### src/rtl/odc_pkg.sv
// Shared types, codes and constants of the obstacle-avoiding drive controller.
package odc_pkg;

    // Widths of the distance compare and of the phase tick counter.
    localparam int DIST_BITS = 16;
    localparam int TICK_BITS = 8;
    localparam int LIMIT_BITS = 8;
    localparam int CMP_BITS = (TICK_BITS > LIMIT_BITS) ? TICK_BITS : LIMIT_BITS;
    localparam logic [TICK_BITS-1:0] TICK_MAX = {TICK_BITS{1'b1}};

    // Configuration port.
    localparam int CFG_DATA_BITS = 16;
    localparam int CFG_INDEX_BITS = 2;
    localparam logic [CFG_INDEX_BITS-1:0] CFG_SAFE_DISTANCE = 2'd0;
    localparam logic [CFG_INDEX_BITS-1:0] CFG_STOP_TICKS = 2'd1;
    localparam logic [CFG_INDEX_BITS-1:0] CFG_BACKUP_TICKS = 2'd2;
    localparam logic [CFG_INDEX_BITS-1:0] CFG_TURN_TICKS = 2'd3;

    localparam logic [15:0] RST_SAFE_DISTANCE = 16'd250;
    localparam logic [LIMIT_BITS-1:0] RST_STOP_TICKS = 8'd6;
    localparam logic [LIMIT_BITS-1:0] RST_BACKUP_TICKS = 8'd30;
    localparam logic [LIMIT_BITS-1:0] RST_TURN_TICKS = 8'd15;

    // Clamp limits and fixed wheel speeds.
    localparam logic [6:0] SPEED_MAX = 7'd100;
    localparam logic [7:0] SERVO_MAX = 8'd180;
    localparam logic signed [7:0] SPD_STEER = 8'sd50;
    localparam logic signed [7:0] SPD_BACK = 8'sd40;
    localparam logic signed [7:0] SPD_TURN_FAST = 8'sd60;
    localparam logic signed [7:0] SPD_TURN_SLOW = 8'sd40;

    // Safety sequencer states.
    typedef enum logic [3:0] {
        MODE_NORMAL = 4'b0001,
        MODE_STOP   = 4'b0010,
        MODE_BACKUP = 4'b0100,
        MODE_TURN   = 4'b1000
    } t_mode;

    localparam logic [1:0] CODE_NORMAL = 2'd0;
    localparam logic [1:0] CODE_STOP = 2'd1;
    localparam logic [1:0] CODE_BACKUP = 2'd2;
    localparam logic [1:0] CODE_TURN = 2'd3;

    // Motion command kinds.
    typedef enum logic [2:0] {
        CMD_F  = 3'd0,
        CMD_B  = 3'd1,
        CMD_L  = 3'd2,
        CMD_R  = 3'd3,
        CMD_SL = 3'd4,
        CMD_SR = 3'd5,
        CMD_S  = 3'd6,
        CMD_G  = 3'd7
    } t_cmd;

    // Event codes reported with every result.
    typedef enum logic [3:0] {
        EV_NONE       = 4'd0,
        EV_US_STOP    = 4'd1,
        EV_IR_BOTH    = 4'd2,
        EV_IR_LEFT    = 4'd3,
        EV_IR_RIGHT   = 4'd4,
        EV_BACK       = 4'd5,
        EV_TURN_LEFT  = 4'd6,
        EV_TURN_RIGHT = 4'd7,
        EV_RESUME     = 4'd8,
        EV_COMMAND    = 4'd9
    } t_event;

    localparam logic ACT_COMMAND = 1'b0;
    localparam logic ACT_TICK = 1'b1;

    // One input item.
    typedef struct packed {
        logic                 action;
        t_cmd                 kind;
        logic signed [15:0]   value;
        logic                 obs_left;
        logic                 obs_right;
        logic [DIST_BITS-1:0] distance;
    } t_item;

    // One result item.
    typedef struct packed {
        logic signed [7:0] left_speed;
        logic signed [7:0] right_speed;
        logic [7:0]        servo_angle;
        logic [1:0]        safety_state;
        t_event            event_code;
    } t_result;

    // Configuration registers as seen by the sequencer.
    typedef struct packed {
        logic [15:0]           safe_distance;
        logic [LIMIT_BITS-1:0] stop_ticks;
        logic [LIMIT_BITS-1:0] backup_ticks;
        logic [LIMIT_BITS-1:0] turn_ticks;
    } t_cfg;

    // Encodes a sequencer state as its two-bit report code.
    function automatic logic [1:0] mode_code(input t_mode m);
        logic [1:0] c;
        case (m)
            MODE_NORMAL: c = CODE_NORMAL;
            MODE_STOP:   c = CODE_STOP;
            MODE_BACKUP: c = CODE_BACKUP;
            MODE_TURN:   c = CODE_TURN;
            default:     c = CODE_NORMAL;
        endcase
        return c;
    endfunction

endpackage

### src/rtl/obstacle_avoid_drive_controller.sv
// Top level of the obstacle-avoiding drive controller.
//
//  Channel  Direction  Handshake              Payload
//  input    in         i_valid / o_ready      action, command_kind, command_value,
//                                             obstacle_left, obstacle_right, distance_mm
//  result   out        o_valid / i_ready      left_speed, right_speed, servo_angle,
//                                             safety_state, event_code
//  config   in         i_cfg_we (no wait)     i_cfg_index, i_cfg_data
//
// Each item passes from the input register to the result register, which the compute step
// writes; one item a cycle is sustained while the consumer takes every result.
// The compute step runs when the input register holds an item and the result
// register is empty or being taken; a stalled result holds the input register.
// Synchronous active-low reset empties both registers and restores the state
// and the configuration defaults.
module obstacle_avoid_drive_controller (
    input  logic                                i_clk,
    input  logic                                i_rst_n,
    input  logic                                i_valid,
    output logic                                o_ready,
    input  logic                                i_action,
    input  logic [2:0]                          i_command_kind,
    input  logic signed [15:0]                  i_command_value,
    input  logic                                i_obstacle_left,
    input  logic                                i_obstacle_right,
    input  logic [15:0]                         i_distance_mm,
    output logic                                o_valid,
    input  logic                                i_ready,
    output logic signed [7:0]                   o_left_speed,
    output logic signed [7:0]                   o_right_speed,
    output logic [7:0]                          o_servo_angle,
    output logic [1:0]                          o_safety_state,
    output logic [3:0]                          o_event_code,
    input  logic                                i_cfg_we,
    input  logic [odc_pkg::CFG_INDEX_BITS-1:0]  i_cfg_index,
    input  logic [odc_pkg::CFG_DATA_BITS-1:0]   i_cfg_data
);

    odc_pkg::t_item   in_item;
    odc_pkg::t_item   held_item;
    logic             held_valid;
    logic             out_space;
    logic             fire;
    odc_pkg::t_result step_result;
    odc_pkg::t_result out_result;
    odc_pkg::t_cfg    r_cfg;

    // Pack the input ports into one item.
    assign in_item = '{
        action:    i_action,
        kind:      odc_pkg::t_cmd'(i_command_kind),
        value:     i_command_value,
        obs_left:  i_obstacle_left,
        obs_right: i_obstacle_right,
        distance:  i_distance_mm[odc_pkg::DIST_BITS-1:0]
    };

    // Configuration registers.
    always_ff @(posedge i_clk) begin
        if (!i_rst_n) begin
            r_cfg.safe_distance <= odc_pkg::RST_SAFE_DISTANCE;
            r_cfg.stop_ticks <= odc_pkg::RST_STOP_TICKS;
            r_cfg.backup_ticks <= odc_pkg::RST_BACKUP_TICKS;
            r_cfg.turn_ticks <= odc_pkg::RST_TURN_TICKS;
        end else if (i_cfg_we) begin
            case (i_cfg_index)
                odc_pkg::CFG_SAFE_DISTANCE: r_cfg.safe_distance <= i_cfg_data;
                odc_pkg::CFG_STOP_TICKS:
                    r_cfg.stop_ticks <= i_cfg_data[odc_pkg::LIMIT_BITS-1:0];
                odc_pkg::CFG_BACKUP_TICKS:
                    r_cfg.backup_ticks <= i_cfg_data[odc_pkg::LIMIT_BITS-1:0];
                odc_pkg::CFG_TURN_TICKS:
                    r_cfg.turn_ticks <= i_cfg_data[odc_pkg::LIMIT_BITS-1:0];
                default: r_cfg <= r_cfg;
            endcase
        end
    end

    assign fire = held_valid && out_space;

    odc_in_reg u_in_reg (
        .i_clk   (i_clk),
        .i_rst_n (i_rst_n),
        .i_valid (i_valid),
        .o_ready (o_ready),
        .i_item  (in_item),
        .o_valid (held_valid),
        .i_take  (fire),
        .o_item  (held_item)
    );

    odc_core u_core (
        .i_clk    (i_clk),
        .i_rst_n  (i_rst_n),
        .i_fire   (fire),
        .i_item   (held_item),
        .i_cfg    (r_cfg),
        .o_result (step_result)
    );

    odc_out_reg u_out_reg (
        .i_clk    (i_clk),
        .i_rst_n  (i_rst_n),
        .i_load   (fire),
        .i_result (step_result),
        .o_space  (out_space),
        .o_valid  (o_valid),
        .i_ready  (i_ready),
        .o_result (out_result)
    );

    assign o_left_speed = out_result.left_speed;
    assign o_right_speed = out_result.right_speed;
    assign o_servo_angle = out_result.servo_angle;
    assign o_safety_state = out_result.safety_state;
    assign o_event_code = out_result.event_code;

endmodule

### src/rtl/odc_in_reg.sv
// Input register stage that holds one accepted item for the compute step.
module odc_in_reg (
    input  logic           i_clk,
    input  logic           i_rst_n,
    input  logic           i_valid,
    output logic           o_ready,
    input  odc_pkg::t_item i_item,
    output logic           o_valid,
    input  logic           i_take,
    output odc_pkg::t_item o_item
);

    logic           r_valid;
    odc_pkg::t_item r_item;

    // The stage refills in the same cycle that the compute step drains it.
    assign o_ready = !r_valid || i_take;

    always_ff @(posedge i_clk) begin
        if (!i_rst_n) begin
            r_valid <= 1'b0;
        end else if (o_ready) begin
            r_valid <= i_valid;
        end
    end

    // Payload is loaded on every transfer and needs no reset.
    always_ff @(posedge i_clk) begin
        if (o_ready && i_valid) begin
            r_item <= i_item;
        end
    end

    assign o_valid = r_valid;
    assign o_item = r_item;

endmodule

### src/rtl/odc_core.sv
// Command decoder, safety sequencer and the drive state it updates.
module odc_core (
    input  logic             i_clk,
    input  logic             i_rst_n,
    input  logic             i_fire,
    input  odc_pkg::t_item   i_item,
    input  odc_pkg::t_cfg    i_cfg,
    output odc_pkg::t_result o_result
);

    odc_pkg::t_mode                  r_mode, n_mode;
    logic [odc_pkg::TICK_BITS-1:0]   r_phase, n_phase;
    logic                            r_turn_left, n_turn_left;
    logic signed [7:0]               r_left, n_left;
    logic signed [7:0]               r_right, n_right;
    logic [7:0]                      r_servo, n_servo;
    odc_pkg::t_event                 n_event;

    logic [6:0]                      speed;
    logic [6:0]                      speed_inv;
    logic signed [7:0]               sp_pos;
    logic signed [7:0]               sp_neg;
    logic signed [7:0]               inv_pos;
    logic signed [7:0]               inv_neg;
    logic [7:0]                      angle;
    logic [odc_pkg::LIMIT_BITS-1:0]  limit;
    logic                            expired;
    logic [odc_pkg::TICK_BITS-1:0]   phase_inc;
    logic [odc_pkg::DIST_BITS-1:0]   safe_dist;
    logic                            near_echo;

    // Clamp the command value to the speed and servo ranges.
    always_comb begin
        if (i_item.value < 16'sd0) begin
            speed = 7'd0;
            angle = 8'd0;
        end else begin
            speed = (i_item.value > $signed({9'd0, odc_pkg::SPEED_MAX}))
                    ? odc_pkg::SPEED_MAX : i_item.value[6:0];
            angle = (i_item.value > $signed({8'd0, odc_pkg::SERVO_MAX}))
                    ? odc_pkg::SERVO_MAX : i_item.value[7:0];
        end
        speed_inv = odc_pkg::SPEED_MAX - speed;
        sp_pos = $signed({1'b0, speed});
        sp_neg = 8'sd0 - sp_pos;
        inv_pos = $signed({1'b0, speed_inv});
        inv_neg = 8'sd0 - inv_pos;
    end

    // Tick limit of the current phase and the saturating count.
    always_comb begin
        case (r_mode)
            odc_pkg::MODE_STOP:   limit = i_cfg.stop_ticks;
            odc_pkg::MODE_BACKUP: limit = i_cfg.backup_ticks;
            default:              limit = i_cfg.turn_ticks;
        endcase
        expired = odc_pkg::CMP_BITS'(r_phase) > odc_pkg::CMP_BITS'(limit);
        phase_inc = (r_phase < odc_pkg::TICK_MAX) ? r_phase + 1'b1 : r_phase;
        safe_dist = i_cfg.safe_distance[odc_pkg::DIST_BITS-1:0];
        near_echo = (i_item.distance != '0) && (i_item.distance < safe_dist);
    end

    // Next state and event for one item.
    always_comb begin
        n_mode = r_mode;
        n_phase = r_phase;
        n_turn_left = r_turn_left;
        n_left = r_left;
        n_right = r_right;
        n_servo = r_servo;
        n_event = odc_pkg::EV_NONE;
        if (i_item.action == odc_pkg::ACT_COMMAND) begin
            n_event = odc_pkg::EV_COMMAND;
            case (i_item.kind)
                odc_pkg::CMD_F: begin
                    n_left = sp_neg;
                    n_right = sp_pos;
                end
                odc_pkg::CMD_B: begin
                    n_left = inv_pos;
                    n_right = inv_neg;
                end
                odc_pkg::CMD_L: begin
                    n_left = 8'sd0;
                    n_right = sp_pos;
                end
                odc_pkg::CMD_R: begin
                    n_left = sp_neg;
                    n_right = 8'sd0;
                end
                odc_pkg::CMD_SL: begin
                    n_left = sp_pos;
                    n_right = inv_pos;
                end
                odc_pkg::CMD_SR: begin
                    n_left = inv_neg;
                    n_right = sp_neg;
                end
                odc_pkg::CMD_S: begin
                    n_left = 8'sd0;
                    n_right = 8'sd0;
                end
                default: begin
                    n_servo = angle;
                end
            endcase
        end else begin
            case (r_mode)
                odc_pkg::MODE_NORMAL: begin
                    if (near_echo) begin
                        n_mode = odc_pkg::MODE_STOP;
                        n_phase = '0;
                        n_left = 8'sd0;
                        n_right = 8'sd0;
                        n_event = odc_pkg::EV_US_STOP;
                    end else if (i_item.obs_left && i_item.obs_right) begin
                        n_mode = odc_pkg::MODE_STOP;
                        n_phase = '0;
                        n_turn_left = 1'b1;
                        n_left = 8'sd0;
                        n_right = 8'sd0;
                        n_event = odc_pkg::EV_IR_BOTH;
                    end else if (i_item.obs_left) begin
                        n_left = 8'sd0 - odc_pkg::SPD_STEER;
                        n_right = 8'sd0;
                        n_event = odc_pkg::EV_IR_LEFT;
                    end else if (i_item.obs_right) begin
                        n_left = 8'sd0;
                        n_right = odc_pkg::SPD_STEER;
                        n_event = odc_pkg::EV_IR_RIGHT;
                    end
                end
                odc_pkg::MODE_STOP: begin
                    n_phase = phase_inc;
                    if (expired) begin
                        n_mode = odc_pkg::MODE_BACKUP;
                        n_phase = '0;
                        n_left = odc_pkg::SPD_BACK;
                        n_right = 8'sd0 - odc_pkg::SPD_BACK;
                        n_event = odc_pkg::EV_BACK;
                    end
                end
                odc_pkg::MODE_BACKUP: begin
                    n_phase = phase_inc;
                    if (expired) begin
                        n_mode = odc_pkg::MODE_TURN;
                        n_phase = '0;
                        if (!i_item.obs_left && i_item.obs_right) begin
                            n_turn_left = 1'b0;
                            n_left = 8'sd0 - odc_pkg::SPD_TURN_SLOW;
                            n_right = 8'sd0 - odc_pkg::SPD_TURN_FAST;
                            n_event = odc_pkg::EV_TURN_RIGHT;
                        end else begin
                            n_turn_left = 1'b1;
                            n_left = odc_pkg::SPD_TURN_FAST;
                            n_right = odc_pkg::SPD_TURN_SLOW;
                            n_event = odc_pkg::EV_TURN_LEFT;
                        end
                    end
                end
                default: begin
                    n_phase = phase_inc;
                    if (expired) begin
                        n_mode = odc_pkg::MODE_NORMAL;
                        n_phase = '0;
                        n_event = odc_pkg::EV_RESUME;
                    end
                end
            endcase
        end
    end

    // State advances once per transfer into the result register.
    always_ff @(posedge i_clk) begin
        if (!i_rst_n) begin
            r_mode <= odc_pkg::MODE_NORMAL;
            r_phase <= '0;
            r_turn_left <= 1'b1;
            r_left <= 8'sd0;
            r_right <= 8'sd0;
            r_servo <= 8'd0;
        end else if (i_fire) begin
            r_mode <= n_mode;
            r_phase <= n_phase;
            r_turn_left <= n_turn_left;
            r_left <= n_left;
            r_right <= n_right;
            r_servo <= n_servo;
        end
    end

    assign o_result = '{
        left_speed:   n_left,
        right_speed:  n_right,
        servo_angle:  n_servo,
        safety_state: odc_pkg::mode_code(n_mode),
        event_code:   n_event
    };

    // A command never moves the sequencer.
    a_cmd_keeps_mode: assert property (@(posedge i_clk) disable iff (!i_rst_n)
        i_fire && i_item.action == odc_pkg::ACT_COMMAND |=> r_mode == $past(r_mode))
        else $error("command item changed the safety state");

    // A right turn records the turn direction.
    a_turn_right_dir: assert property (@(posedge i_clk) disable iff (!i_rst_n)
        i_fire && n_event == odc_pkg::EV_TURN_RIGHT |=> !r_turn_left)
        else $error("right turn did not clear the turn direction");

    // Every state change restarts the phase count.
    a_phase_restart: assert property (@(posedge i_clk) disable iff (!i_rst_n)
        i_fire && n_mode != r_mode |=> r_phase == '0)
        else $error("phase count not cleared on a state change");

    // The servo only moves on a servo command.
    a_servo_source: assert property (@(posedge i_clk) disable iff (!i_rst_n)
        i_fire && !(i_item.action == odc_pkg::ACT_COMMAND && i_item.kind == odc_pkg::CMD_G)
        |=> r_servo == $past(r_servo))
        else $error("servo angle changed without a servo command");

endmodule

### src/rtl/odc_out_reg.sv
// Result register that holds one result until the consumer takes it.
module odc_out_reg (
    input  logic             i_clk,
    input  logic             i_rst_n,
    input  logic             i_load,
    input  odc_pkg::t_result i_result,
    output logic             o_space,
    output logic             o_valid,
    input  logic             i_ready,
    output odc_pkg::t_result o_result
);

    logic             r_valid;
    odc_pkg::t_result r_result;

    // A new result may enter while the held one leaves.
    assign o_space = !r_valid || i_ready;

    always_ff @(posedge i_clk) begin
        if (!i_rst_n) begin
            r_valid <= 1'b0;
        end else if (o_space) begin
            r_valid <= i_load;
        end
    end

    always_ff @(posedge i_clk) begin
        if (i_load) begin
            r_result <= i_result;
        end
    end

    assign o_valid = r_valid;
    assign o_result = r_result;

endmodule

### config.mk
export PLATFORM = sky130hd
export DESIGN_NAME = obstacle_avoid_drive_controller
export DESIGN_NICKNAME = d
export VERILOG_FILES = /design/src/rtl/odc_pkg.sv /design/src/rtl/obstacle_avoid_drive_controller.sv /design/src/rtl/odc_in_reg.sv /design/src/rtl/odc_core.sv /design/src/rtl/odc_out_reg.sv
export SDC_FILE = /design/constraint.sdc
export NUM_CORES = 1
export LEC_CHECK = 0
export ABC_AREA = 0
export BUFFER_PORTS_ARGS = -buffer_cell sky130_fd_sc_hd__buf_2
export CORE_AREA = 2 2 185 187
export CTS_CLUSTER_SIZE = 28
export DETAILED_ROUTE_END_ITERATION = 6
export DIE_AREA = 0 0 187 189
export GPL_TIMING_DRIVEN = 1
export SYNTH_ARGS = -nofsm -noshare
export SYNTH_HDL_FRONTEND = slang
export SYNTH_HIERARCHICAL = 1
export SYNTH_SLANG_ARGS = --single-unit
### constraint.sdc
create_clock -name i_clk -period 4.36 [get_ports i_clk]
set_input_delay 0.872 -clock i_clk [delete_from_list [all_inputs] [get_ports i_clk]]
set_output_delay 0.872 -clock i_clk [all_outputs]
set_load 0.1 [all_outputs]
==> reports/results.tsv <==
metric	value	unit
area.growth.synth_to_final	17.6	%
drive_gt1_frac	0.176	
clock_sinks	146	
num_io_pins	93	
antennaDiodeCount	0	
rows	67	
tightest_slew	1.03	ns
postLayoutCellArea	0.00968	mm2
yosysTopAreaCell	edfxtp_1	
dpl_cell_area	0.00911	mm2
drt_iter0_drc	641	
synthCells	893	
cts_tree	done	
hold_viol	0	
fp.coreArea	0.0333	mm2
synth_nets	981	
fmax	0.249	GHz
ir_drop	0.283	mV
clock_skew	0.0132	ns
p_seq_frac	0.437	
synth_area_leaders	edfxtp_1 25%, dfxtp_1 19%, mux2i_1 5.5%	
cts_buffers	17	
grt_pass1_wl	35500	um
crit_chain	or4_1, nor3_4, and2_1, nand2_1, ha_1, a21oi_1, o21ai_0, a221oi_1, xnor2_1, a211oi_1, a21oi_1	
synth_area	0.00824	mm2
ys.warnings.count	6	
synth.distinct_cells	81	
stdcell_count	1424	
antenna_found_initial	1	
max_stage_delay	0.69	ns
synth-edff-count	68	
power	3.60	mW
grt-ovfl-total	0	
cpMaxStageDelayCell	or4_1	
dieArea	0.0353	mm2
tns	0	ns
hold_buffers	0	
track_usage	0.126	
drtPass1Iterations	5	
grt_setup_unrepaired	no	
worstSetupStartpointType	flop	
start_util	0.247	
swShare	0.296	
cp_data_required_time	4.52	ns
power_density	371	mW/mm2
wl_per_cell	15.7	um
synth_seq_cells	146	
dp_slack	0.397	ns
slew_headroom	0.315	
crit_fanout	8	
dp.cells	1393	
finalCriticalPeriod	4.02	ns
clockPowerShare	0.394	
post-cts-setup-buffers	0	
fin_crit_sh	0.922	
post-route-util	0.291	
yosysTopAreaCellShare	0.248	
chipHeight	189	um
nets	1052	
drc_errors	0	
drv_slew	0	
routed_wl	22300	um
setup_viol	0	
timing.hold.ws	0.463	ns
p_leak	3.73	nW
comb_power_share	0.169	
grt_pass1_vias	6504	
path_common_cell	a21oi_1	
port_buffers	92	
root_buffer	clkbuf_16	
dp.final_hpwl	15900	um
drv_cap	0	
viasPerCell	4.90	
grt_start_max_net_pins	62	
avgSynthCellArea	9.22	um2
postRouteAntennaNets	0	
gp_congestion	0.857	
seq_area_frac_synth	0.438	
cts.clk_slew.worst_paths	0.06	ns
end_kind	flop	
die_w	187	um
status	finished clean	
synthArstFlopShare	0	
path_class	reg -> reg	
synth.most_common_cell	nand2_1	
clockBufferDepth	2	
hold_path_class	reg -> reg	
clock_latency	0.43	ns
via_count	6982	
htree_levels	4	
crit_arrival	4.18	ns
synth_flop_cell	dfxtp_1	
yosys-top-cells-count	99 x nand2_1, 78 x dfxtp_1, 74 x a21oi_1	
p_sw	1.07	mW
internal_power	2.53	mW
fin_ws	0.339	ns
critical path, delay by kind of cell, from the launching register on:
| family | cells | cell delay [ns] |
|---|---|---|
| xor+xnor | 1 | 0.21 |
| fa+ha+maj | 1 | 0.31 |
| compound gates | 5 | 1.38 |
| simple gates | 4 | 1.46 |
| flops | 1 | 0.39 |
power by group through the flow:
stage,Combinational [mW],Sequential (mW),Clock (mW)
global route,0.659,1.58,1.50
CTS,0.607,1.57,1.45
floorplan,0.324,1.72,0
detailed placement,0.604,1.60,0
finish,0.609,1.57,1.42
global placement,0.598,1.60,0
layer usage:
metal	up-vias	track usage	share of wire
met4	2	0.0455	0.014
met3	21	0.0206	0.051
li1	3414	-	-
met5	-	0	0.00058
met2	223	0.189	0.44
met1	3322	0.180	0.50
path summary, 6_finish.rpt:
path                                          start                endpoint  slack (ns)  cells past startpoint
worst min register to register            r_cfg[39]               r_cfg[39]        0.46                      2
worst max-delay path            u_in_reg/o_item[29]  u_out_reg/o_result[20]        0.34                     11
worst max register to register  u_in_reg/o_item[29]  u_out_reg/o_result[20]        0.34                     11
worst min-delay path                      r_cfg[39]               r_cfg[39]        0.46                      2
registers in the layout (all words and copies together) (netlist names):
register,count
u_out_reg/o_result,30
u_core/r_servo,8
u_core/r_right,8
u_core/r_mode,4
u_core/r_left,8
r_cfg,40
u_out_reg/o_valid,1
u_core/r_phase,8
u_in_reg/o_item,38
u_in_reg/o_valid,1
logic make-up after synthesis:
kind of cell | share of synthesized area
compound gates | 0.199
xor+xnor | 0.0138
fa+ha+maj | 0.0410
buf+inv | 0.0506
flops | 0.438
mux | 0.0547
simple gates | 0.203
what timing repair did:
| action | CTS | global route |
|---|---|---|
| endpoints found under the setup margin | 0 | 1 |
| resized for setup | 0 | 1 |
| hold endpoints to repair | 0 | 0 |
cells in the final DEF, fill, tap and decap left out, types with 9 or more instances in the layout:
master / Yosys / layout
nand2_1: 99 / 99
buf_2: 5 / 92
dfxtp_1: 78 / 77
a21oi_1: 74 / 74
edfxtp_1: 68 / 68
nor2_1: 65 / 65
o21ai_0: 53 / 53
mux2i_1: 45 / 45
inv_1: 34 / 34
nor2b_1: 32 / 32
ha_1: 27 / 27
nor3_1: 25 / 25
clkbuf_16: 0 / 20
buf_4: 2 / 19
a31oi_1: 13 / 13
nand3_1: 13 / 13
o22ai_1: 13 / 13
nand2b_1: 12 / 12
nor4_1: 11 / 11
xnor2_1: 10 / 10
o221ai_1: 10 / 10
a22o_1: 9 / 9
o31ai_1: 9 / 9
layout make-up:
| cell class | instances | area [um2] |
|---|---|---|
| clock buffer | 23 | 522 |
| clock inverter | 8 | 48.8 |
| fill | 3514 | 23600 |
| inverter | 34 | 128 |
| multi-input combinational | 654 | 4220 |
| sequential | 146 | 3600 |
| tap | 448 | 561 |
| timing repair buffer | 111 | 603 |
No activity file was read; power rests on OpenSTA's default activity.
